### src/hdl/nmsm_mul.sv
// Shared signed multiplier, 34 x 25 bits, one registered product per cycle.
module nmsm_mul
(
    input  logic               clk,
    input  logic signed [33:0] a,
    input  logic signed [24:0] b,
    output logic signed [58:0] p_reg
);
    always_ff @(posedge clk)
    begin
        p_reg <= a * b;
    end
endmodule

### config.mk
export PLATFORM = sky130hd
export DESIGN_NAME = nmsm_mul
export DESIGN_NICKNAME = d
export VERILOG_FILES = /design/src/hdl/nmsm_mul.sv
export SDC_FILE = /design/constraint.sdc
export NUM_CORES = 2
export LEC_CHECK = 0
export BUFFER_PORTS_ARGS = -buffer_cell sky130_fd_sc_hd__clkbuf_2
export CAP_MARGIN = 5
export CORE_MARGIN = 3
export CORE_UTILIZATION = 50
export DETAILED_ROUTE_END_ITERATION = 10
export HOLD_SLACK_MARGIN = 0.06
export PLACE_DENSITY = 0.76
export SETUP_SLACK_MARGIN = 0.02
export SLEW_MARGIN = 20
export SYNTH_ARGS = -nofsm -noshare
export SYNTH_HDL_FRONTEND = slang
export SYNTH_SLANG_ARGS = --single-unit
### constraint.sdc
create_clock -name clk -period 12.05 [get_ports clk]
set_input_delay 1.8075 -clock clk [delete_from_list [all_inputs] [get_ports clk]]
set_output_delay 1.8075 -clock clk [all_outputs]
set_load 0.03 [all_outputs]
==> flow_metrics.tcl <==
set metrics [dict create \
    min_to "p_reg[0]" \
    grt_max_degree 36 \
    finalSetupTns_ns 0 \
    numCtsBuffers 9 \
    critical_path_class "in -> reg" \
    drt_wl_total_mm 78.1 \
    clk_pin_slew_ns 0.05 \
    wl_per_cell_um 19.3 \
    io_buffers 118 \
    cp_slowest_stage_delay_ns 0.65 \
    antenna_found_initial 5 \
    cp.required_ns 12.30 \
    drive_gt1_share_pct 5.51 \
    finalSetupViolCount 0 \
    report.final.slew_viol_count 0 \
    largest_reg_flops 59 \
    yosysSeqAreaShare_pct 3.82 \
    post_cts_resized 0 \
    detail_route.iter0.violations 1450 \
    final_hold_viol_count 0 \
    synth_area_per_cell_um2 9.45 \
    start_util_pct 50.9 \
    cts_tree "built" \
    slowest_stage "clkbuf_2" \
    gr-total-overflow 0 \
    synth_cell_type_count 65 \
    gp_congestion 0.990 \
    synth_edf_count 0 \
    groute.usage.overall_pct 26.0 \
    multi_input_comb_area_um2 26100 \
    cts_hold_buf 0 \
    area_growth_pct 4.67 \
    synth_cells 3272 \
    maxCapViolations 0 \
    fillerInstances 5426 \
    dieHeight_um 255 \
    drtAntennaViolNets 0 \
    fmax_ghz 0.108 \
    hold_path.class "in -> reg" \
    synth_ff_type "dfxtp_1" \
    rows 90 \
    syn_nets 4356 \
    worstMarginPinSlew_ns 0.967 \
    regArea_um2 1180 \
    finalCritPeriodShare_pct 76.8 \
    crit_family "adder cells" \
    vias_per_cell 5.36 \
    async_reset_ff_share_pct 0 \
    path_common_cell "fa_1" \
    vias 21711 \
    clock-sinks 59 \
    rsz0062_at_grt "no" \
    grt_pass1_wl_mm 130 \
    grt_pass1_vias 24298 \
    dp.final_hpwl_mm 62.4 \
    io_pins 119 \
    die-area_um2 64900 \
    cp_max_fo 34 \
    outcome "completed" \
    hold-path-cell-count 3 \
    cp_cell_sequence "clkbuf_2, nand2_1, fa_1, inv_1, fa_1, inv_1, fa_1, inv_1, fa_1, fa_1, fa_1, inv_1, fa_1, inv_1, ha_1, nand2_1, nor4_1, nor3b_2, o21ai_1, o31ai_2, a31oi_1, xnor2_1" \
    path_buf_inv 6 \
    die_w_um 255 \
    synth.area.top_cells "fa_1 56%, inv_1 9.8%, and2_1 8.6%, ha_1 6.4%, nand2_1 5.2%" \
    ctsHtreeMaxLevel 3 \
    crit_arrival_ns 9.51 \
    post-cts-setup-buffers 0 \
    synth_top_area_share_pct 56.0 \
    ys_warn_count 0 \
    hp-start "a[0]" \
    ys_seq_elements 59 \
    first_pass_iters 6 \
    cts_buffer_depth 2 \
    drc 0 \
    cts-root-buf "clkbuf_16" \
    synthesis.area_um2 30900 \
    fin_crit_ns 9.26 \
    start_kind "input pin" \
    end_kind "flip-flop" \
    slew_headroom_pct 35.6 \
    fin_nets 4345 \
    core_area_um2 60800 \
    yosysTopAreaCell "fa_1" \
]
worst max-delay path by stage:
stage | start | to | slack [ns] | cells past startpoint
after floorplan | a[33] | p_reg[56] | 4.09 | 23
after global placement | b[7] | p_reg[58] | 2.53 | 19
after detailed placement | b[7] | p_reg[58] | 2.51 | 19
after CTS | b[7] | p_reg[58] | 2.87 | 19
after global routing | b[1] | p_reg[58] | 2.49 | 19
final | b[4] | p_reg[46] | 2.79 | 22
worst min-delay path, cell delays in order:
cell and delay, ns:
clkbuf_2 0.08, buf_4 0.22, and2_1 0.19
layout by cell type (no fill, tap or decap), types with 3 or more instances in the layout:
cell         n
diode_2      3
or3_1        4
a31oi_1     10
ha_1       159
nand2_1    431
dfxtp_1     59
nor2_1      24
and4_1       3
a21boi_1     3
o21ai_0     12
buf_4       22
a221oi_1     4
and2_1     425
nor3_1       4
nand3_1      9
clkbuf_2   118
and3_1      14
nor2b_1     31
a21oi_1     56
o21ai_1     12
o21bai_1    13
fa_1       865
inv_1      810
o31ai_2      3
a21o_1      22
xor2_1      15
o211ai_1     6
clkbuf_16    9
nand2b_1    11
xnor2_1     52
o21a_1       5
nand4_1      7
cell usage after synthesis, types with 4 or more instances:
| cell | number |
|---|---|
| a21o_1 | 22 |
| a21oi_1 | 56 |
| a221oi_1 | 4 |
| a31oi_1 | 10 |
| and2_1 | 425 |
| and3_1 | 14 |
| buf_2 | 5 |
| clkbuf_1 | 157 |
| dfxtp_1 | 59 |
| fa_1 | 865 |
| ha_1 | 159 |
| inv_1 | 810 |
| nand2_1 | 431 |
| nand2b_1 | 11 |
| nand3_1 | 9 |
| nand4_1 | 7 |
| nor2_1 | 24 |
| nor2b_1 | 31 |
| nor3_1 | 4 |
| o211ai_1 | 6 |
| o21a_1 | 5 |
| o21ai_0 | 12 |
| o21ai_1 | 12 |
| o21bai_1 | 13 |
| or3_1 | 4 |
| xnor2_1 | 52 |
| xor2_1 | 15 |
layer usage:
layer / track usage, % / wire [um] / vias to the layer above
li1: - / - / 9315
met3: 5.92 / 6530 / 181
met2: 43.5 / 38100 / 831
met1: 33.7 / 30600 / 11380
met5: 0 / 24 / -
met4: 8.93 / 2890 / 4
layout make-up:
| class | count | share of cell area, % |
|---|---|---|
| multi-input cells | 2240 | 80.6 |
| inverters | 811 | 9.40 |
| flip-flops and latches | 59 | 3.65 |
| well taps | 782 | 3.02 |
| repair buffers | 140 | 2.33 |
| clock buffers | 10 | 0.738 |
| clock inverters | 5 | 0.240 |
| diodes | 3 | 0.0232 |
cell families (layout without fill, tap and decap cells):
family,after synthesis,in the layout,synth area share [%]
fa+ha+maj,1024,1024,62.4
buf+inv,973,966,11.8
mux,1,1,0.0364
compound gates,173,173,3.88
flops,59,59,3.82
simple gates,975,975,16.1
xor+xnor,67,67,1.90
other cells,0,3,0
metrics by stage:
step | hold WS, ns | worst slack, ns | instances | area, um2 | util [%]
floorplan | 1.93 | 4.09 | 3272 | 30900 | -
global placement | 2.25 | 2.53 | 4032 | 32100 | 52.7
detailed placement | 2.25 | 2.51 | 4032 | 32100 | 52.7
CTS | 1.97 | 2.87 | 4047 | 32400 | 53.2
global route | 2.00 | 2.49 | 4047 | 32400 | 53.2
finish | 1.99 | 2.79 | 4050 | 32400 | 53.2
Power is left out: the tool's default activity adds up to more than one toggle a clock period on the data nets, which glitch-free logic cannot reach.
